## config.mk

```make
export PLATFORM = sky130hd
export DESIGN_NAME = weight_ratio_round_robin_scheduler_top
export DESIGN_NICKNAME = d
export VERILOG_FILES = /design/src/rtl/wrrs_pkg.sv /design/src/rtl/weight_ratio_round_robin_scheduler_top.sv /design/src/rtl/wrrs_div.sv
export SDC_FILE = /design/constraint.sdc
export NUM_CORES = 2
export LEC_CHECK = 0
export ABC_AREA = 1
export BUFFER_PORTS_ARGS = -buffer_cell sky130_fd_sc_hd__buf_2
export CAP_MARGIN = 40
export CELL_PAD_IN_SITES_DETAIL_PLACEMENT = 0
export CELL_PAD_IN_SITES_GLOBAL_PLACEMENT = 1
export CORE_MARGIN = 2
export CORE_UTILIZATION = 45
export CTS_CLUSTER_DIAMETER = 80
export CTS_CLUSTER_SIZE = 30
export DETAILED_ROUTE_END_ITERATION = 8
export PLACE_DENSITY_LB_ADDON = 0.2
export SLEW_MARGIN = 5
export SYNTH_ARGS = -nofsm -noshare
export SYNTH_HDL_FRONTEND = slang
export SYNTH_HIERARCHICAL = 1
export SYNTH_SLANG_ARGS = --single-unit
```

## constraint.sdc

```tcl
create_clock -name aclk -period 6.4 [get_ports aclk]
set_input_delay 0.32 -clock aclk [delete_from_list [all_inputs] [get_ports aclk]]
set_output_delay 0.32 -clock aclk [all_outputs]
set_load 0.02 [all_outputs]
```

## src/rtl/wrrs_pkg.sv

```systemverilog
// Package for the weighted round-robin scheduler: function codes, status codes
// and the score-to-slice bucketing. No dependencies.
`timescale 1ns / 1ps

package wrrs_pkg;

    localparam int FUNC_W   = 3;
    localparam int STATUS_W = 2;
    localparam int SLICE_W  = 4;
    localparam int TID_W    = 5;

    localparam logic [FUNC_W-1:0] FUNC_ENQ   = 3'd0;
    localparam logic [FUNC_W-1:0] FUNC_DEQ   = 3'd1;
    localparam logic [FUNC_W-1:0] FUNC_YIELD = 3'd2;
    localparam logic [FUNC_W-1:0] FUNC_TICK  = 3'd3;
    localparam logic [FUNC_W-1:0] FUNC_PICK  = 3'd4;

    localparam logic [STATUS_W-1:0] ST_OK    = 2'd0;
    localparam logic [STATUS_W-1:0] ST_RANGE = 2'd1;
    localparam logic [STATUS_W-1:0] ST_EMPTY = 2'd2;

    localparam logic CFG_SLICE_MIN = 1'b0;
    localparam logic CFG_SLICE_MAX = 1'b1;

    // Request to the divider and its answer.
    typedef struct packed {
        logic        start;
        logic [63:0] num;
        logic [63:0] den;
    } div_req_t;

    typedef struct packed {
        logic        done;
        logic [63:0] quo;
    } div_rsp_t;

    // Slice for a quotient magnitude q, negative when neg is set.
    function automatic logic [SLICE_W-1:0] slice_of(input logic neg,
                                                    input logic [63:0] q);
        logic [3:0] sc;
        begin
            if (q == 64'd0) begin
                sc = 4'd0;
            end else if (neg) begin
                if (q > 64'd9)      sc = 4'd1;
                else if (q > 64'd4) sc = 4'd2;
                else if (q > 64'd2) sc = 4'd3;
                else                sc = 4'd5;
            end else begin
                if (q == 64'd1)     sc = 4'd5;
                else if (q < 64'd4) sc = 4'd7;
                else if (q < 64'd9) sc = 4'd8;
                else                sc = 4'd9;
            end
            slice_of = 4'd10 - sc;
        end
    endfunction

endpackage

```

## src/rtl/weight_ratio_round_robin_scheduler_top.sv

```systemverilog
// Top level of the weighted round-robin scheduler: run queue storage,
// sequencer and result register. Depends on wrrs_pkg and wrrs_div.
`timescale 1ns / 1ps

// One request at a time. An unused function code or an out-of-range task id
// goes straight to S_OUT; pick passes through S_READ and S_UNLINK, and dequeue,
// yield or an unexpired tick through S_LINK as well. Enqueue and an expiring
// tick recompute the slice on one shared bit-serial divider of WEIGHT_BITS+5
// bits, first the average weight and then the weight ratio. A zero weight or
// a zero average skips the second division, and an expiring tick on an empty
// queue needs none. s_ready is low while a request is in work or a result
// waits, so the next request is taken in the cycle after the result is
// accepted at the earliest. Link, slice and weight tables need no clearing
// pass after reset.
module weight_ratio_round_robin_scheduler_top #(
    parameter int MAX_TASKS   = 32,
    parameter int WEIGHT_BITS = 16
) (
    input  logic                           aclk,
    input  logic                           aresetn,
    input  logic                           s_valid,
    output logic                           s_ready,
    input  logic [wrrs_pkg::FUNC_W-1:0]    s_func,
    input  logic [wrrs_pkg::TID_W-1:0]     s_task_id,
    input  logic [15:0]                    s_weight,
    input  logic                           s_at_head,
    output logic                           m_valid,
    input  logic                           m_ready,
    output logic [wrrs_pkg::TID_W-1:0]     m_picked_task,
    output logic                           m_picked_valid,
    output logic [wrrs_pkg::SLICE_W-1:0]   m_slice_out,
    output logic                           m_need_resched,
    output logic [wrrs_pkg::STATUS_W-1:0]  m_status,
    input  logic                           cfg_valid,
    output logic                           cfg_ready,
    input  logic                           cfg_index,
    input  logic [3:0]                     cfg_data
);
    import wrrs_pkg::*;

    localparam int IDX_W   = (MAX_TASKS > 1) ? $clog2(MAX_TASKS) : 1;
    localparam int CNT_W   = $clog2(MAX_TASKS + 1);
    localparam int TOT_W   = WEIGHT_BITS + 5;
    localparam int DIV_W   = TOT_W;
    localparam int W_USE   = (WEIGHT_BITS < 16) ? WEIGHT_BITS : 16;

    typedef enum logic [3:0] {
        S_IDLE, S_READ, S_UNLINK, S_LINK, S_DIV1, S_DIV2, S_SLICE, S_OUT
    } state_t;

    state_t state_reg;

    logic [IDX_W-1:0]       nxt_mem [MAX_TASKS];
    logic [IDX_W-1:0]       prv_mem [MAX_TASKS];
    logic [SLICE_W-1:0]     slc_mem [MAX_TASKS];
    logic [WEIGHT_BITS-1:0] lw_mem  [MAX_TASKS];
    logic [MAX_TASKS-1:0]   inq_reg;
    logic [IDX_W-1:0]       head_reg;
    logic [TOT_W-1:0]       total_reg;
    logic [CNT_W-1:0]       count_reg;
    logic [3:0]             smin_reg, smax_reg;

    logic [FUNC_W-1:0]      func_reg;
    logic [IDX_W-1:0]       tid_reg;
    logic [WEIGHT_BITS-1:0] w_reg;
    logic                   ath_reg, tick_exp_reg, relink_reg;
    logic [SLICE_W-1:0]     slc_reg;
    logic [WEIGHT_BITS-1:0] lw_reg;
    logic [IDX_W-1:0]       p_reg, n_reg, tail_reg;
    logic                   neg_reg;

    logic [TID_W-1:0]       o_pt_reg;
    logic                   o_pv_reg, o_nr_reg, m_valid_reg;
    logic [SLICE_W-1:0]     o_so_reg;
    logic [STATUS_W-1:0]    o_st_reg;

    div_req_t dreq;
    div_rsp_t drsp;

    wrrs_div #(.N_BITS(DIV_W)) u_div (
        .aclk(aclk), .aresetn(aresetn), .req(dreq), .rsp(drsp)
    );

    logic               acc;
    logic               tid_ok;
    logic [TOT_W:0]     tot_sum;
    logic [TOT_W-1:0]   tot_add, tot_sat;
    logic [SLICE_W-1:0] dec_slc, new_slc;
    logic [DIV_W-1:0]   w_ext;

    assign acc    = s_valid && s_ready;
    assign tid_ok = (32'(s_task_id) < 32'(MAX_TASKS));
    assign w_ext  = DIV_W'(w_reg);
    assign dec_slc = slc_reg - 1'b1;
    assign new_slc = slice_of(neg_reg, drsp.quo);

    assign tot_sum = {1'b0, total_reg} + (TOT_W + 1)'(w_reg);
    assign tot_add = tot_sum[TOT_W] ? '1 : tot_sum[TOT_W-1:0];
    assign tot_sat = (tot_add > TOT_W'(lw_reg)) ? tot_add - TOT_W'(lw_reg) : '0;

    assign s_ready   = (state_reg == S_IDLE) && !m_valid_reg;
    assign cfg_ready = (state_reg == S_IDLE);

    always_comb begin
        dreq.start = 1'b0;
        dreq.num   = '0;
        dreq.den   = '0;
        if (state_reg == S_SLICE && (func_reg == FUNC_ENQ || tick_exp_reg) &&
            count_reg != '0) begin
            dreq.start = 1'b1;
            dreq.num   = 64'(total_reg);
            dreq.den   = 64'(count_reg);
        end else if (state_reg == S_DIV1 && drsp.done && w_reg != '0 &&
                     drsp.quo != '0) begin
            dreq.start = 1'b1;
            if (drsp.quo[DIV_W-1:0] > w_ext) begin
                dreq.num = drsp.quo;
                dreq.den = 64'(w_ext);
            end else begin
                dreq.num = 64'(w_ext);
                dreq.den = drsp.quo;
            end
        end
    end

    always_ff @(posedge aclk) begin
        if (!aresetn) begin
            state_reg   <= S_IDLE;
            inq_reg     <= '0;
            head_reg    <= '0;
            total_reg   <= '0;
            count_reg   <= '0;
            smin_reg    <= 4'd1;
            smax_reg    <= 4'd10;
            m_valid_reg <= 1'b0;
        end else begin
            if (m_valid_reg && m_ready) m_valid_reg <= 1'b0;
            if (cfg_valid && cfg_ready) begin
                if (cfg_index == CFG_SLICE_MIN) smin_reg <= cfg_data;
                else                            smax_reg <= cfg_data;
            end
            unique case (state_reg)
                S_IDLE: begin
                    if (acc) begin
                        func_reg <= s_func;
                        tid_reg  <= (s_func == FUNC_PICK) ? head_reg : IDX_W'(s_task_id);
                        w_reg    <= WEIGHT_BITS'(s_weight[W_USE-1:0]);
                        ath_reg  <= s_at_head;
                        o_pt_reg <= '0;
                        o_pv_reg <= 1'b0;
                        o_so_reg <= '0;
                        o_nr_reg <= 1'b0;
                        o_st_reg <= ST_OK;
                        tick_exp_reg <= 1'b0;
                        if (s_func == FUNC_PICK) begin
                            state_reg <= S_READ;
                        end else if (s_func > FUNC_PICK || !tid_ok) begin
                            state_reg <= S_OUT;
                        end else begin
                            state_reg <= S_READ;
                        end
                    end
                end
                S_READ: begin
                    slc_reg  <= slc_mem[tid_reg];
                    lw_reg   <= lw_mem[tid_reg];
                    p_reg    <= prv_mem[tid_reg];
                    n_reg    <= nxt_mem[tid_reg];
                    tail_reg <= prv_mem[head_reg];
                    state_reg <= S_UNLINK;
                end
                S_UNLINK: begin
                    unique case (func_reg)
                        FUNC_PICK: begin
                            relink_reg <= 1'b0;
                            if (count_reg == '0) begin
                                o_st_reg <= ST_EMPTY;
                            end else begin
                                o_pt_reg <= TID_W'(head_reg);
                                o_pv_reg <= 1'b1;
                                o_so_reg <= slc_reg;
                            end
                            state_reg <= S_OUT;
                        end
                        FUNC_ENQ: begin
                            total_reg <= tot_add;
                            lw_reg    <= w_reg;
                            relink_reg <= 1'b1;
                            state_reg  <= S_LINK;
                        end
                        FUNC_DEQ: begin
                            total_reg <= (total_reg > TOT_W'(w_reg)) ?
                                         total_reg - TOT_W'(w_reg) : '0;
                            relink_reg <= 1'b0;
                            state_reg  <= S_LINK;
                        end
                        FUNC_YIELD: begin
                            relink_reg <= inq_reg[tid_reg];
                            state_reg  <= S_LINK;
                        end
                        FUNC_TICK: begin
                            slc_reg <= dec_slc;
                            relink_reg <= (dec_slc == '0) && inq_reg[tid_reg] &&
                                          count_reg >= CNT_W'(2);
                            state_reg <= S_LINK;
                            if (dec_slc == '0) begin
                                tick_exp_reg <= 1'b1;
                                if (lw_reg != w_reg) begin
                                    total_reg <= tot_sat;
                                    lw_reg    <= w_reg;
                                end
                            end
                        end
                        default: begin
                            relink_reg <= 1'b0;
                            state_reg  <= S_OUT;
                        end
                    endcase
                    // Unlink for enqueue, dequeue and relinks.
                    if (inq_reg[tid_reg] && (func_reg == FUNC_ENQ || func_reg == FUNC_DEQ ||
                        func_reg == FUNC_YIELD ||
                        (func_reg == FUNC_TICK && dec_slc == '0 && count_reg >= CNT_W'(2)))) begin
                        if (count_reg > CNT_W'(1)) begin
                            nxt_mem[p_reg] <= n_reg;
                            prv_mem[n_reg] <= p_reg;
                            if (head_reg == tid_reg) head_reg <= n_reg;
                            if (tail_reg == tid_reg) tail_reg <= p_reg;
                        end
                        inq_reg[tid_reg] <= 1'b0;
                        count_reg <= count_reg - 1'b1;
                    end
                end
                S_LINK: begin
                    if (relink_reg) begin
                        if (count_reg == '0) begin
                            nxt_mem[tid_reg] <= tid_reg;
                            prv_mem[tid_reg] <= tid_reg;
                            head_reg <= tid_reg;
                        end else begin
                            nxt_mem[tail_reg] <= tid_reg;
                            prv_mem[tid_reg]  <= tail_reg;
                            nxt_mem[tid_reg]  <= head_reg;
                            prv_mem[head_reg] <= tid_reg;
                            if (func_reg == FUNC_ENQ && ath_reg) head_reg <= tid_reg;
                        end
                        inq_reg[tid_reg] <= 1'b1;
                        count_reg <= count_reg + 1'b1;
                        o_nr_reg <= (func_reg == FUNC_TICK);
                    end
                    if (func_reg == FUNC_ENQ || func_reg == FUNC_TICK)
                        lw_mem[tid_reg] <= lw_reg;
                    if (func_reg == FUNC_ENQ || tick_exp_reg) begin
                        // Score uses the count after relinking.
                        state_reg <= S_SLICE;
                    end else begin
                        state_reg <= S_OUT;
                        if (func_reg == FUNC_TICK) slc_mem[tid_reg] <= slc_reg;
                        o_so_reg <= (func_reg == FUNC_TICK) ? slc_reg : slc_mem[tid_reg];
                    end
                end
                S_SLICE: begin
                    // Count settled; start the average division unless the queue is empty.
                    if (count_reg == '0) begin
                        slc_reg   <= 4'd5;
                        state_reg <= S_DIV2;
                        neg_reg   <= 1'b0;
                    end else begin
                        state_reg <= S_DIV1;
                    end
                end
                S_DIV1: begin
                    if (drsp.done) begin
                        neg_reg <= drsp.quo[DIV_W-1:0] > w_ext;
                        if (w_reg == '0) begin
                            slc_reg   <= 4'd10;
                            state_reg <= S_DIV2;
                        end else if (drsp.quo == '0) begin
                            slc_reg   <= 4'd5;
                            state_reg <= S_DIV2;
                        end else begin
                            slc_reg   <= '1;
                            state_reg <= S_DIV2;
                        end
                    end
                end
                S_DIV2: begin
                    if (slc_reg != '1 || drsp.done) begin
                        logic [SLICE_W-1:0] s;
                        s = (slc_reg != '1) ? slc_reg : new_slc;
                        state_reg <= S_OUT;
                        if (func_reg == FUNC_ENQ && (s < smin_reg || s > smax_reg)) begin
                            o_st_reg <= ST_RANGE;
                            o_so_reg <= slc_mem[tid_reg];
                        end else begin
                            slc_mem[tid_reg] <= s;
                            o_so_reg <= s;
                        end
                    end
                end
                S_OUT: begin
                    m_valid_reg <= 1'b1;
                    state_reg   <= S_IDLE;
                end
                default: state_reg <= S_IDLE;
            endcase
        end
    end

    assign m_valid        = m_valid_reg;
    assign m_picked_task  = o_pt_reg;
    assign m_picked_valid = o_pv_reg;
    assign m_slice_out    = o_so_reg;
    assign m_need_resched = o_nr_reg;
    assign m_status       = o_st_reg;

endmodule

```

## src/rtl/wrrs_div.sv

```systemverilog
// Radix-2 restoring divider, one quotient bit per cycle.
// Depends on wrrs_pkg.
`timescale 1ns / 1ps

module wrrs_div #(
    parameter int N_BITS = 32
) (
    input  logic               aclk,
    input  logic               aresetn,
    input  wrrs_pkg::div_req_t req,
    output wrrs_pkg::div_rsp_t rsp
);
    import wrrs_pkg::*;

    localparam int CNT_W = $clog2(N_BITS + 1);

    logic [N_BITS-1:0] den_reg, quo_reg;
    logic [N_BITS:0]   rem_reg;
    logic [CNT_W-1:0]  cnt_reg;
    logic              busy_reg, done_reg;
    logic [N_BITS:0]   trial;

    assign trial = {rem_reg[N_BITS-1:0], quo_reg[N_BITS-1]} - {1'b0, den_reg};

    always_ff @(posedge aclk) begin
        if (!aresetn) begin
            busy_reg <= 1'b0;
            done_reg <= 1'b0;
            cnt_reg  <= '0;
        end else begin
            done_reg <= 1'b0;
            if (req.start) begin
                busy_reg <= 1'b1;
                cnt_reg  <= CNT_W'(N_BITS);
                rem_reg  <= '0;
                quo_reg  <= req.num[N_BITS-1:0];
                den_reg  <= req.den[N_BITS-1:0];
            end else if (busy_reg) begin
                if (trial[N_BITS]) begin
                    rem_reg <= {rem_reg[N_BITS-1:0], quo_reg[N_BITS-1]};
                    quo_reg <= {quo_reg[N_BITS-2:0], 1'b0};
                end else begin
                    rem_reg <= trial;
                    quo_reg <= {quo_reg[N_BITS-2:0], 1'b1};
                end
                cnt_reg <= cnt_reg - 1'b1;
                if (cnt_reg == CNT_W'(1)) begin
                    busy_reg <= 1'b0;
                    done_reg <= 1'b1;
                end
            end
        end
    end

    assign rsp.done = done_reg;
    assign rsp.quo  = 64'(quo_reg);

endmodule

```

; Yosys cells after proc, flatten, opt, wreduce, memory -nomap -nowiden
; Memory sizes are Yosys's and may differ from the RTL's. A register that Yosys moved wholly into a read port is not among the register bits.
; Index checks and enable logic that the tools add are counted.
[totals]
ramBits = 960
out_inout_bits = 16
inputBits = 35
memories = 4
elab_cells = 333
reg_bits = 213
[mem_list]
columns = name, depth, width, rd, rd_ports_with_merged_regs, wr, line
row1 = lw_mem, 32, 16, 1, 1, 1, weight_ratio_round_robin_scheduler_top.sv:56  ; logic [WEIGHT_BITS-1:0] lw_mem [MAX_TASKS];
row2 = nxt_mem, 32, 5, 1, 1, 2, weight_ratio_round_robin_scheduler_top.sv:53  ; logic [IDX_W-1:0] nxt_mem [MAX_TASKS];
row3 = prv_mem, 32, 5, 2, 2, 2, weight_ratio_round_robin_scheduler_top.sv:54  ; logic [IDX_W-1:0] prv_mem [MAX_TASKS];
row4 = slc_mem, 32, 4, 1, 1, 1, weight_ratio_round_robin_scheduler_top.sv:55  ; logic [SLICE_W-1:0] slc_mem [MAX_TASKS];
[classes]
n_eq_ne = 42
magnitude_cmp = 15
muxes = 145
n_reduce_logical = 73
add_sub_neg = 9
n_bitwise = 13
[op_table]
columns = operator, n
row1 = two-way mux 129 bit, 2
row2 = two-way mux 21 bit, 9
row3 = two-way mux 5 bit, 25
row4 = two-way mux 85 bit, 1
row5 = two-way mux 4 bit, 21
row6 = zero test 64 bit, 1
row7 = two-way mux 32 bit, 2
row8 = case mux 16 bit (2 select lines), 2
row9 = case mux 32 bit (2 select lines), 1
row10 = nonzero test 64 bit, 1
row11 = greater-than comparator 21 x 16 -> 1 bit, 3
row12 = case mux 21 bit (3 select lines), 1
row13 = two-way mux 1 bit, 51
row14 = subtractor 21 x 16 -> 21 bit, 2
row15 = AND 32 bit, 1
row16 = two-way mux 16 bit, 2
row17 = NOT 32 bit, 1
row18 = bitwise OR 32 bit, 1
row19 = case mux 4 bit (4 select lines), 2
row20 = case mux 5 bit (2 select lines), 3
row21 = inequality test 2 bit (second input constant), 14
row22 = case mux 4 bit (7 select lines), 1
row23 = AND reduction 5 bit, 5
row24 = adder 21 x 16 -> 22 bit, 1
row25 = 64 further kinds, 144

; Depth between registers and ports, before layout
[depth]
ltp_word = 17
mapped_depth = 31

; Modules after synthesis
; The synthesis kept the hierarchy.
[modules_own_cells]
columns = mod, area_each_um2, cells_each, seq_area_each_um2, instances
row1 = weight_ratio_round_robin_scheduler_top, 56337.8, 5946, 32831.5, 1
row2 = wrrs_div, 4829.6, 617, 2031.9, 1

; Least setup slack after synthesis
; No wires, ideal clock.
[synth_path]
path_kind = reg2reg
startpoint = reg u_div.quo_reg[16]
endpoint = reg u_div.busy_reg
path_slack_ns = 1.933
n_path_buf = 3
path_stages_with_launch = 16
arrival_time_ns = 4.398
synth_period_minus_slack_ns = 4.467
path_cell_list = edfxtp_1 nor2_1 nand2_1 nor2_1 nand2_1 nor2_2 nand3_1 nand4_1 clkbuf_1 buf_1 nand2_1 clkbuf_1 inv_2 a21oi_1 o21ai_0 inv_1
[synth_rtl]
columns = element, line
row1 = "start, declared", wrrs_div.sv:17  ; logic [N_BITS-1:0] den_reg, quo_reg;
row2 = "start signal, assigned", wrrs_div.sv:36  ; quo_reg <= req.num[N_BITS-1:0];
row3 = "start signal, assigned", wrrs_div.sv:41  ; quo_reg <= {quo_reg[N_BITS-2:0], 1'b0};
row4 = "start signal, assigned", wrrs_div.sv:44  ; quo_reg <= {quo_reg[N_BITS-2:0], 1'b1};
row5 = "end signal, assigned", wrrs_div.sv:27  ; busy_reg <= 1'b0;
row6 = "end signal, assigned", wrrs_div.sv:33  ; busy_reg <= 1'b1;
row7 = "end signal, assigned", wrrs_div.sv:48  ; busy_reg <= 1'b0;
row8 = "end, declared", wrrs_div.sv:20  ; logic busy_reg, done_reg;

; Worst setup path after layout
[layout_path]
startpoint = reg w_reg[4]
endpoint = reg total_reg[2]
[layout_via]
elab_chain_cells = 7
elab_cells_between_ends = 13
cone_classes = 2 x add/sub / 2 x order compare / 2 x eq/ne / 6 x mux / 1 x reduce/logical
[layout_rtl]
columns = element, line
row1 = "start, declared", weight_ratio_round_robin_scheduler_top.sv:65  ; logic [WEIGHT_BITS-1:0] w_reg;
row2 = "start signal, assigned", weight_ratio_round_robin_scheduler_top.sv:147  ; w_reg <= WEIGHT_BITS'(s_weight[W_USE-1:0]);
row3 = adder 21 x 16 -> 22 bit, weight_ratio_round_robin_scheduler_top.sv:97  ; assign tot_sum = {1'b0, total_reg} + (TOT_W + 1)'(w_reg);
row4 = two-way mux 21 bit, weight_ratio_round_robin_scheduler_top.sv:98  ; assign tot_add = tot_sum[TOT_W] ? '1 : tot_sum[TOT_W-1:0];
row5 = subtractor 21 x 16 -> 21 bit / greater-than comparator 21 x 16 -> 1 bit (equally long branches), weight_ratio_round_robin_scheduler_top.sv:99  ; assign tot_sat = (tot_add > TOT_W'(lw_reg)) ? tot_add - TOT_W'(lw_reg) : '0;
row6 = two-way mux 21 bit, weight_ratio_round_robin_scheduler_top.sv:99
row7 = two-way mux 21 bit, weight_ratio_round_robin_scheduler_top.sv:208  ; if (lw_reg != w_reg) begin
row8 = two-way mux 21 bit, weight_ratio_round_robin_scheduler_top.sv:206  ; if (dec_slc == '0) begin
row9 = case mux 21 bit (3 select lines), weight_ratio_round_robin_scheduler_top.sv:173  ; unique case (func_reg)
row10 = "end signal, assigned", weight_ratio_round_robin_scheduler_top.sv:186  ; total_reg <= tot_add;
row11 = "end signal, assigned", weight_ratio_round_robin_scheduler_top.sv:192  ; total_reg <= (total_reg > TOT_W'(w_reg)) ?
row12 = "end signal, assigned", weight_ratio_round_robin_scheduler_top.sv:209  ; total_reg <= tot_sat;
row13 = "end, declared", weight_ratio_round_robin_scheduler_top.sv:59  ; logic [TOT_W-1:0] total_reg;
; Parallel ways exist; a longest one is shown, timed or not. The select of a mux whose other input is x is not followed.
; A chain may end at the register's enable or synchronous reset.

==> reports/results.ini <==
[yosys]
yosysWarningCount = 6
synth_area_per_cell_sq_um = 9.41
syn_inst = 6438
synth_area_sq_mm = 0.0606

[routing]
first_pass_iters = 6
wl_per_cell_um = 23.8
vias = 47400
vias_per_cell = 5.85
drcViolationCount = 0
first_iter_violations = 5516
ant_nets = 0
finalWirelength_mm = 193

[finish]
regMostFlops = lw_mem
num_antenna_cells = 0
largestRegisters = lw_mem (512), nxt_mem (160), prv_mem (160)
fillers = 12400
layout-drive-gt1-share_pct = 7.37
area_growth_syn_to_layout_pct = 7.46
layout.cells.non_filler = 8102
final_util_pct = 48.7
largest_reg_flops = 512
layout.nets = 6424
final_area_sq_mm = 0.0651

[timing]
max_freq_ghz = 0.192
rsz0062_at_grt = no
setup_viol = 0
fin_ws_ps = 1190
drv_slew = 0
hold_viol = 0
slew_headroom_pct = 33.7
whs_ps = 54.4
setup_tns_ps = 0
post-route-period-util_pct = 81.4
post-route-min-period_ps = 5210
finalClockSkew_ps = 44.9
tightest_slew_ps = 995

[floorplan]
initial_core_util_pct = 45.3
num_rows = 134
die_w_um = 371
core_area_sq_mm = 0.134
io_pins = 51
die_h_um = 371
die_area_sq_mm = 0.138

[critical_path]
critPathRequiredTime_ps = 7040
crit_path_top_delay_cell = nand2_1
worst_path_most_repeated_cell = nand2_1
max_stage_delay_ps = 550
startpoint_type = flop
cp_max_fo = 21
crit_arrival_ps = 5850
critical_path_class = flop to flop
critPathCaptureType = flop

[global_routing]
grt_pass1_wl_mm = 287
antenna_found_initial = 5
grt_use_total_pct = 27.6
grt_pass1_vias = 44200
grt-ovfl-total = 0
grt_max_degree = 153

[power]
p_seq_share_pct = 43.3
power_mw = 22.4
power_density_mw_per_mm2 = 344
pwr-share-comb_pct = 33.5
leakagePower_nw = 23.7
switching_power_mw = 8.95
swShare_pct = 39.9
internal-power_mw = 13.5
p_clk_share_pct = 23.2
ir_worst_vdd_mv = 0.261

[clock_network]
h-tree-depth = 3
clk_latency_ps = 720
cts_tree = yes
cts_buffers = 67
ctsResizeCount = 0
root_buffer = clkbuf_16
clock_sinks = 1192
clk_path_buf_depth = 3
clk_pin_slew_worst_paths_ps = 110

[hold_path]
worstHoldPathType = primary input to flop

[placement]
gp_congestion = 0.913
detailed_place.area_sq_mm = 0.0624
portBuffers = 50
place_hpwl_mm = 127
pre_cts_slack_ps = 1220
place_inst = 7956

[job]
drv_cap = 0

[run_status]
status = complete, no violations

-- layout by cell type (no fill, tap or decap), types with 52 or more instances in the layout --
cell          n
o21ai_0     948
ha_1        102
nand3_1     168
nand2_1    1141
edfxtp_1   1099
buf_4       110
inv_1       338
a21oi_1     201
a22oi_1     173
o22ai_1     202
o21ai_1      78
nor2_1      892
buf_2        54
dfxtp_1      88
o221ai_1     52
clkbuf_16    68
-- worst paths after layout --
kind                            start                        end  cells after the start  slack (ps)
max reg2reg        w_reg[4]$_DFFE_PP_  total_reg[2]$_SDFFE_PN0P_                     27        1190
min reg2reg  smin_reg[1]$_SDFFE_PN0P_   smin_reg[1]$_SDFFE_PN0P_                      2         470
max                w_reg[4]$_DFFE_PP_  total_reg[2]$_SDFFE_PN0P_                     27        1190
min                         cfg_valid   smax_reg[2]$_SDFFE_PN0P_                      3          50
-- critical path, delay by kind of cell, from the launching register on --
family / cells / cell delay [ps]
flip-flops: 1 / 450
buffers and inverters: 5 / 810
adder cells (fa/ha/maj): 2 / 770
AO/OA/AOI/OAI: 4 / 820
AND/OR/NAND/NOR: 16 / 2290
-- metal layers --
| layer | track usage, % | vias up | part of all wire (%) |
|---|---|---|---|
| li1 | - | 22300 | - |
| met1 | 38.7 | 23000 | 43 |
| met2 | 45.1 | 1856 | 47 |
| met3 | 3.26 | 265 | 6.8 |
| met4 | 8.00 | 2 | 3.1 |
| met5 | 0 | - | 0.0010 |
-- cell type report --
cell class                      instances  area, sq um  share of cell area, %
Clock inverter                         49          702                   1.08
Inverter                              364         1380                   2.12
Tap cell                             1768         2210                   3.40
Clock buffer                           71         1710                   2.63
Sequential cell                      1192        34900                   53.6
Multi-Input combinational cell       4447        22500                   34.5
Timing Repair Buffer                  211         1750                   2.69
-- what timing repair did --
action / CTS / global route
endpoints found under the hold margin: 29 / 0
hold buffers: 26 / 0
buffers inserted: 0 / 0
-- power groups by stage --
stage,sequential [mW],combinational [mW],clock [mW]
after floorplan,9.80,4.61,0
after global placement,9.88,7.32,0
after detailed placement,9.87,7.41,0
after CTS,9.70,7.44,5.30
after global routing,9.74,8.17,5.55
final,9.71,7.51,5.21
Power figures use the tool's default switching activity.
